$ cat src/rtl/core/swfp_pkg.sv
// ----------------------------------------------------------------------------
// swfp_pkg
// Shared types and constants of the sync-word frame parser.
// ----------------------------------------------------------------------------
package swfp_pkg;

	localparam int unsigned MaxFrameLenDefault = 32;
	localparam int unsigned StoreDepth         = 32;
	localparam int unsigned AddrW              = $clog2(StoreDepth);
	localparam int unsigned LenW               = 6;
	localparam int unsigned ByteW              = 8;

	localparam logic [ByteW-1:0] SyncU    = 8'h55;
	localparam logic [ByteW-1:0] SyncN    = 8'h4E;
	localparam logic [ByteW-1:0] SyncE    = 8'h45;
	localparam logic [ByteW-1:0] SyncR    = 8'h52;
	localparam logic [ByteW-1:0] TokenSep = 8'h3A;
	localparam logic [ByteW-1:0] XorSeed  = SyncU ^ SyncN ^ SyncE ^ SyncR ^ TokenSep;

	typedef enum logic [3:0] {
		ST_HUNT,
		ST_SYNC_N,
		ST_SYNC_E,
		ST_SYNC_R,
		ST_LENGTH,
		ST_TOKEN,
		ST_PAYLOAD,
		ST_CHECK,
		ST_DRAIN
	} state_t;

	typedef struct packed {
		logic ld_len;
		logic init_frame;
		logic wr_payload;
		logic start_drain;
		logic rd_step;
	} cmd_t;

	typedef struct packed {
		logic is_u;
		logic is_n;
		logic is_e;
		logic is_r;
		logic is_token;
		logic len_ok;
		logic last_payload;
		logic xor_match;
		logic out_free;
		logic drain_last;
	} status_t;

endpackage

$ cat src/rtl/core/swfp_ctrl.sv
// ----------------------------------------------------------------------------
// swfp_ctrl
// Frame parse state machine: sync hunt, length, token, payload, checksum and
// payload drain sequencing.
// ----------------------------------------------------------------------------
module swfp_ctrl (
	input  logic             clk,
	input  logic             arst_n,
	input  logic             in_valid,
	output logic             in_ready,
	input  swfp_pkg::status_t sts,
	output swfp_pkg::cmd_t   cmd
);
	import swfp_pkg::*;

	state_t state_q;
	state_t state_d;
	logic   acc;
	state_t restart;

	always_ff @(posedge clk or negedge arst_n) begin
		if (!arst_n) begin
			state_q <= ST_HUNT;
		end else begin
			state_q <= state_d;
		end
	end

	always_comb begin
		in_ready = (state_q != ST_DRAIN);
		acc      = in_valid && in_ready;
		restart  = sts.is_u ? ST_SYNC_N : ST_HUNT;
		cmd      = '0;
		state_d  = state_q;
		unique case (state_q)
			ST_HUNT: begin
				if (acc) state_d = restart;
			end
			ST_SYNC_N: begin
				if (acc) state_d = sts.is_n ? ST_SYNC_E : restart;
			end
			ST_SYNC_E: begin
				if (acc) state_d = sts.is_e ? ST_SYNC_R : restart;
			end
			ST_SYNC_R: begin
				if (acc) state_d = sts.is_r ? ST_LENGTH : restart;
			end
			ST_LENGTH: begin
				if (acc) begin
					cmd.ld_len = sts.len_ok;
					state_d    = sts.len_ok ? ST_TOKEN : ST_HUNT;
				end
			end
			ST_TOKEN: begin
				if (acc) begin
					cmd.init_frame = sts.is_token;
					state_d        = sts.is_token ? ST_PAYLOAD : restart;
				end
			end
			ST_PAYLOAD: begin
				if (acc) begin
					cmd.wr_payload = 1'b1;
					if (sts.last_payload) state_d = ST_CHECK;
				end
			end
			ST_CHECK: begin
				if (acc) begin
					cmd.start_drain = sts.xor_match;
					state_d         = sts.xor_match ? ST_DRAIN : ST_HUNT;
				end
			end
			ST_DRAIN: begin
				cmd.rd_step = sts.out_free;
				if (sts.out_free && sts.drain_last) state_d = ST_HUNT;
			end
			default: state_d = ST_HUNT;
		endcase
	end

endmodule

$ cat src/rtl/core/swfp_dp.sv
// ----------------------------------------------------------------------------
// swfp_dp
// Parser datapath: byte compares, length and checksum registers, payload
// store and the output register.
// ----------------------------------------------------------------------------
module swfp_dp #(
	parameter int unsigned MAX_FRAME_LEN = swfp_pkg::MaxFrameLenDefault
) (
	input  logic                       clk,
	input  logic                       arst_n,
	input  logic [swfp_pkg::ByteW-1:0] rx_byte,
	input  swfp_pkg::cmd_t             cmd,
	output swfp_pkg::status_t          sts,
	input  logic                       out_ready,
	output logic                       out_valid,
	output logic [swfp_pkg::ByteW-1:0] data_byte,
	output logic [swfp_pkg::AddrW-1:0] byte_index,
	output logic [swfp_pkg::LenW-1:0]  frame_len,
	output logic                       last_byte
);
	import swfp_pkg::*;

	localparam int unsigned LenLimit =
		(MAX_FRAME_LEN < StoreDepth) ? MAX_FRAME_LEN : StoreDepth;

	logic [ByteW-1:0] mem [StoreDepth];
	logic [LenW-1:0]  len_q;
	logic [ByteW-1:0] xor_q;
	logic [AddrW-1:0] wr_pos_q;
	logic [AddrW-1:0] rd_cnt_q;
	logic             out_valid_q;
	logic [ByteW-1:0] rd_data_q;
	logic [AddrW-1:0] idx_q;
	logic [LenW-1:0]  olen_q;
	logic             last_q;
	logic             rd_last;

	assign rd_last = ({1'b0, rd_cnt_q} + LenW'(2)) == len_q;

	always_comb begin
		sts.is_u         = (rx_byte == SyncU);
		sts.is_n         = (rx_byte == SyncN);
		sts.is_e         = (rx_byte == SyncE);
		sts.is_r         = (rx_byte == SyncR);
		sts.is_token     = (rx_byte == TokenSep);
		sts.len_ok       = (rx_byte >= ByteW'(2)) && (rx_byte <= ByteW'(LenLimit));
		sts.last_payload = ({1'b0, wr_pos_q} + LenW'(2)) == len_q;
		sts.xor_match    = (rx_byte == xor_q);
		sts.out_free     = !out_valid_q || out_ready;
		sts.drain_last   = rd_last;
	end

	always_ff @(posedge clk or negedge arst_n) begin
		if (!arst_n) begin
			len_q    <= '0;
			xor_q    <= '0;
			wr_pos_q <= '0;
			rd_cnt_q <= '0;
		end else begin
			if (cmd.ld_len) len_q <= rx_byte[LenW-1:0];
			if (cmd.init_frame) begin
				xor_q    <= XorSeed ^ {{(ByteW-LenW){1'b0}}, len_q};
				wr_pos_q <= '0;
			end else if (cmd.wr_payload) begin
				xor_q    <= xor_q ^ rx_byte;
				wr_pos_q <= wr_pos_q + AddrW'(1);
			end
			if (cmd.start_drain) begin
				rd_cnt_q <= '0;
			end else if (cmd.rd_step) begin
				rd_cnt_q <= rd_cnt_q + AddrW'(1);
			end
		end
	end

	always_ff @(posedge clk) begin
		if (cmd.wr_payload) mem[wr_pos_q] <= rx_byte;
	end

	always_ff @(posedge clk) begin
		if (cmd.rd_step) begin
			rd_data_q <= mem[rd_cnt_q];
			idx_q     <= rd_cnt_q;
			olen_q    <= len_q;
			last_q    <= rd_last;
		end
	end

	always_ff @(posedge clk or negedge arst_n) begin
		if (!arst_n) begin
			out_valid_q <= 1'b0;
		end else if (cmd.rd_step) begin
			out_valid_q <= 1'b1;
		end else if (out_ready) begin
			out_valid_q <= 1'b0;
		end
	end

	assign out_valid  = out_valid_q;
	assign data_byte  = rd_data_q;
	assign byte_index = idx_q;
	assign frame_len  = olen_q;
	assign last_byte  = last_q;

endmodule

$ cat src/rtl/core/sync_word_frame_parser_xor_check.sv
// ----------------------------------------------------------------------------
// sync_word_frame_parser_xor_check
// Byte-stream frame parser with sync header and XOR checksum.
// ----------------------------------------------------------------------------
// Bytes arrive on s_tdata, one per cycle while the parser hunts for the
// four-byte sync header, reads the length byte N (2 to the lesser of
// MAX_FRAME_LEN and 32), the ':' token, the N-1 payload bytes and the XOR
// checksum. On a checksum match the payload is replayed from the 32-entry
// payload store on the master side, one byte per cycle while the output
// register is free, with tlast on the final byte. s_tready is low from the
// checksum until the last of those N-1 bytes is issued, a drain paced by the
// single read port of the store and prolonged by output stalls. A mismatching
// checksum drops the frame with no output; a mismatching header or token
// byte is rechecked as a first sync byte.
// ----------------------------------------------------------------------------
module sync_word_frame_parser_xor_check #(
	parameter int unsigned MAX_FRAME_LEN = swfp_pkg::MaxFrameLenDefault
) (
	input  logic        clk,
	input  logic        arst_n,
	input  logic        s_tvalid,
	output logic        s_tready,
	input  logic [7:0]  s_tdata,   // [7:0] rx_byte
	output logic        m_tvalid,
	input  logic        m_tready,
	output logic [23:0] m_tdata,   // [7:0] data_byte, [12:8] byte_index, [18:13] frame_len
	output logic        m_tlast
);
	import swfp_pkg::*;

	cmd_t             cmd;
	status_t          sts;
	logic [ByteW-1:0] data_byte;
	logic [AddrW-1:0] byte_index;
	logic [LenW-1:0]  frame_len;

	swfp_ctrl u_ctrl (
		.clk      (clk),
		.arst_n   (arst_n),
		.in_valid (s_tvalid),
		.in_ready (s_tready),
		.sts      (sts),
		.cmd      (cmd)
	);

	swfp_dp #(
		.MAX_FRAME_LEN (MAX_FRAME_LEN)
	) u_dp (
		.clk        (clk),
		.arst_n     (arst_n),
		.rx_byte    (s_tdata),
		.cmd        (cmd),
		.sts        (sts),
		.out_ready  (m_tready),
		.out_valid  (m_tvalid),
		.data_byte  (data_byte),
		.byte_index (byte_index),
		.frame_len  (frame_len),
		.last_byte  (m_tlast)
	);

	assign m_tdata = {5'b0, frame_len, byte_index, data_byte};

	a_last_matches_index: assert property (@(posedge clk) disable iff (!arst_n)
		m_tvalid |-> (m_tlast == (({1'b0, byte_index} + 6'd2) == frame_len)))
		else $error("tlast disagrees with byte index and frame length");

	a_index_in_frame: assert property (@(posedge clk) disable iff (!arst_n)
		m_tvalid |-> (({1'b0, byte_index} + 6'd2) <= frame_len))
		else $error("byte index beyond frame payload");

	a_no_input_on_drain: assert property (@(posedge clk) disable iff (!arst_n)
		cmd.rd_step |-> !s_tready)
		else $error("input accepted while payload drains");

endmodule

$ cat config.mk
export PLATFORM = sky130hd
export DESIGN_NAME = sync_word_frame_parser_xor_check
export DESIGN_NICKNAME = d
export VERILOG_FILES = /design/src/rtl/core/swfp_pkg.sv /design/src/rtl/core/swfp_ctrl.sv /design/src/rtl/core/swfp_dp.sv /design/src/rtl/core/sync_word_frame_parser_xor_check.sv
export SDC_FILE = /design/constraint.sdc
export NUM_CORES = 1
export LEC_CHECK = 0
export BUFFER_PORTS_ARGS = -buffer_cell sky130_fd_sc_hd__buf_2
export CORE_MARGIN = 2
export CORE_UTILIZATION = 45
export DETAILED_ROUTE_END_ITERATION = 8
export PLACE_DENSITY = 0.62
export SLEW_MARGIN = 10
export SYNTH_ARGS = -nofsm -noshare
export SYNTH_HDL_FRONTEND = slang
export SYNTH_SLANG_ARGS = --single-unit
$ cat constraint.sdc
create_clock -name clk -period 3.6 [get_ports clk]
set_input_delay 0.18 -clock clk [delete_from_list [all_inputs] [get_ports clk]]
set_output_delay 0.18 -clock clk [all_outputs]
set_load 0.01 [all_outputs]
==> metrics <==
status finished, final reports clean; row count 61; Clock Latency Late Sink 510 ps; Layout Nets 772; TritonCTS clock tree built; # diodes 0; total CTS buffers 34; total grt overflow 0; Lkg Pwr 4.86 nW; Filler cells 2186; worst-margin pin slew 992 ps; RePlAce Congestion 0.795; WS Path Type flip-flop to flip-flop; Reg-to-Reg Start u_dp.rd_cnt_q[1]; post-route ant nets 0; Residual DRC 0; Achievable Freq 358 MHz; hold depth 3; Final Hold Fails 0; pre-CTS WS 789 ps; vias in the first global route 6658; Vias 6500; DPL Wire Length 17300 um; IO Port Bufs 33; H-tree depth 2; synth top area cells edfxtp_1, mux4_2, dfrtp_1; first drt pass iteration count 5; crit-path max FO 27; CP startpoint kind flip-flop; Slew Limit Fails 0; die area 29400 um2; gr usage total 0.196; DR vias/cell 5.62; Main synth FF type edfxtp_1; Initial Util 0.455; worst relative slew slack 0.335; post-synthesis sequential area ratio 0.715; Avg WL per Cell 23.9 um; clock tree root driver cell clkbuf_16; fin crit period 2800 ps; register bit total from synthesis 305; Critical Path RT 3980 ps; final setup TNS 0 ps; maxcap violations 0; crit end category flip-flop; WP data arrival 3170 ps; asr flop ratio synth 0.0951; Mapped Area 12600 um2; EDFF count, synth 276; mean post-synth cell area 17.9 um2; post-cts sizing count 0; Final WS setup 805 ps; hold wc startpoint s_tvalid; Setup Viol. Count Final 0; Min-Delay Path Class primary input to flip-flop; first-pass GRT wire length 42400 um; Max IR drop VDD 0.000321 V; RSZ-0062 raised after global routing no; final WL 27700 um; yosys warns 0; Yosys top cell area share 0.657; Reg clk slew, reported paths 60 ps; Post-Synthesis Cells 703; synth-to-layout area growth 13.6%; core area 27700 um2; initial antenna violation count 1; Clock Skews 20.6 ps; Worst Reg2Reg Path Length in Cells 7; share of cells above drive strength 1 0.231; Longest Clk Path Bufs 3; pwr dens 688 nW/um2; CTS sink cnt 305; synth unique cells 57; Min-Delay Endpoint u_ctrl.state_q[1]; cell taking the most area after synthesis edfxtp_1; initial DRC count 683; RR Endpoint u_ctrl.state_q[2]; Final Cycle Share 0.776; Die W 171 um; Die Ht 171 um; Reg2Reg Setup Slack 800 ps; I/O pin cnt 39; pin count of the biggest net entering global routing 42
==> worst max-delay path by stage <==
stage                              to  slack [ps]               from  cells past startpoint
global route          u_dp.mem[20][0]         590  u_ctrl.state_q[2]                      5
global placement    u_ctrl.state_q[2]         830   u_dp.rd_cnt_q[1]                      7
CTS                 u_ctrl.state_q[2]         750   u_dp.rd_cnt_q[1]                      7
detailed placement  u_ctrl.state_q[2]         790   u_dp.rd_cnt_q[1]                      7
floorplan           u_dp.data_byte[0]        1370   u_dp.rd_cnt_q[1]                      5
finish              u_ctrl.state_q[2]         800   u_dp.rd_cnt_q[1]                      7
==> synthesized netlist by cell type, types with 10 or more instances <==
library cell,instances
nor2_1,49
mux4_2,54
buf_4,12
clkbuf_1,15
edfxtp_1,276
buf_2,12
mux2i_1,39
a21oi_1,10
dfrtp_1,29
xnor2_1,18
xor2_1,12
o21ai_0,22
nand2_1,21
nand3_1,12
==> layout make-up <==
class / instances / area (um2) / area share
clock buffers: 47 / 983 / 0.0687
clock inverters: 15 / 158 / 0.0110
inverters: 9 / 33.8 / 0.00236
multi-input cells: 347 / 3300 / 0.230
flip-flops and latches: 305 / 9020 / 0.630
well taps: 378 / 473 / 0.0330
repair buffers: 56 / 355 / 0.0248
==> per-layer routing <==
| layer | wire length [um] | up-vias | track usage |
|---|---|---|---|
| li1 | - | 2884 | - |
| met1 | 12500 | 3368 | 0.286 |
| met2 | 13300 | 207 | 0.313 |
| met3 | 1260 | 41 | 0.0288 |
| met5 | 0 | - | 0 |
| met4 | 567 | 0 | 0.0501 |
==> where the power goes <==
group	internal, W	switching, W
combinational	0.00108	0.00106
clock	0.00213	0.00134
sequential	0.00399	0.000246
total	0.00721	0.00265
==> cell usage in the layout (no fill, tap or decap), types with 6 or more instances in the layout <==
master / n
mux4_2: 54
clkinv_2: 6
o21ai_0: 22
nor2_1: 49
clkbuf_16: 37
o221ai_1: 6
mux2i_1: 39
mux2_2: 7
dfrtp_1: 27
inv_1: 8
nand2_1: 21
buf_4: 20
xor2_1: 12
buf_2: 33
o22ai_1: 8
ha_1: 7
xnor2_1: 18
a21oi_1: 10
edfxtp_1: 276
nand4_1: 6
clkbuf_1: 8
nand3_1: 12
==> logic make-up after synthesis <==
kind of cell | count (synthesis) | share of synthesized area
flip-flops | 305 | 0.715
adder cells (fa/ha/maj) | 7 | 0.00695
buffers and inverters | 55 | 0.0248
other | 1 | 0.000297
multiplexers | 105 | 0.141
XOR/XNOR | 31 | 0.0226
AND/OR/NAND/NOR | 127 | 0.0519
AO/OA/AOI/OAI | 72 | 0.0371
==> metrics by stage <==
step                      cells  cell area, um2  hold slack [ps]   util  total power [W]
after global placement     1093           13200              250  0.475          0.00645
after detailed placement   1093           13200              258  0.475          0.00649
after floorplan             707           12600             -116      -          0.00585
after CTS                  1157           14300             94.9  0.517          0.00995
final                      1157           14300              101  0.517          0.00986
after global routing       1157           14300              135  0.517           0.0102
==> worst max-delay path, stage by stage, from the launching register on <==
cell and delay [ps]:
dfrtp_2 840, ha_1 360, xnor2_1 150, nand4_1 100, nor3_1 460, a21oi_1 180, nor2_1 220, mux2_2 360
==> registers in the layout, indices dropped and copies added, names as in the netlist, 4 cells and up <==
signal	flops
u_dp.wr_pos_q	5
u_dp.mem	256
u_dp.rd_cnt_q	5
u_ctrl.state_q	4
u_dp.len_q	6
u_dp.frame_len	6
u_dp.byte_index	5
u_dp.xor_q	8
u_dp.data_byte	8
==> timing repair <==
item / 4_1_cts / 5_1_grt
hold buffers: 2 / 0
endpoints found under the hold margin: 30 / 0
setup buffers: 0 / 0
No activity file was read; power rests on OpenSTA's default activity.
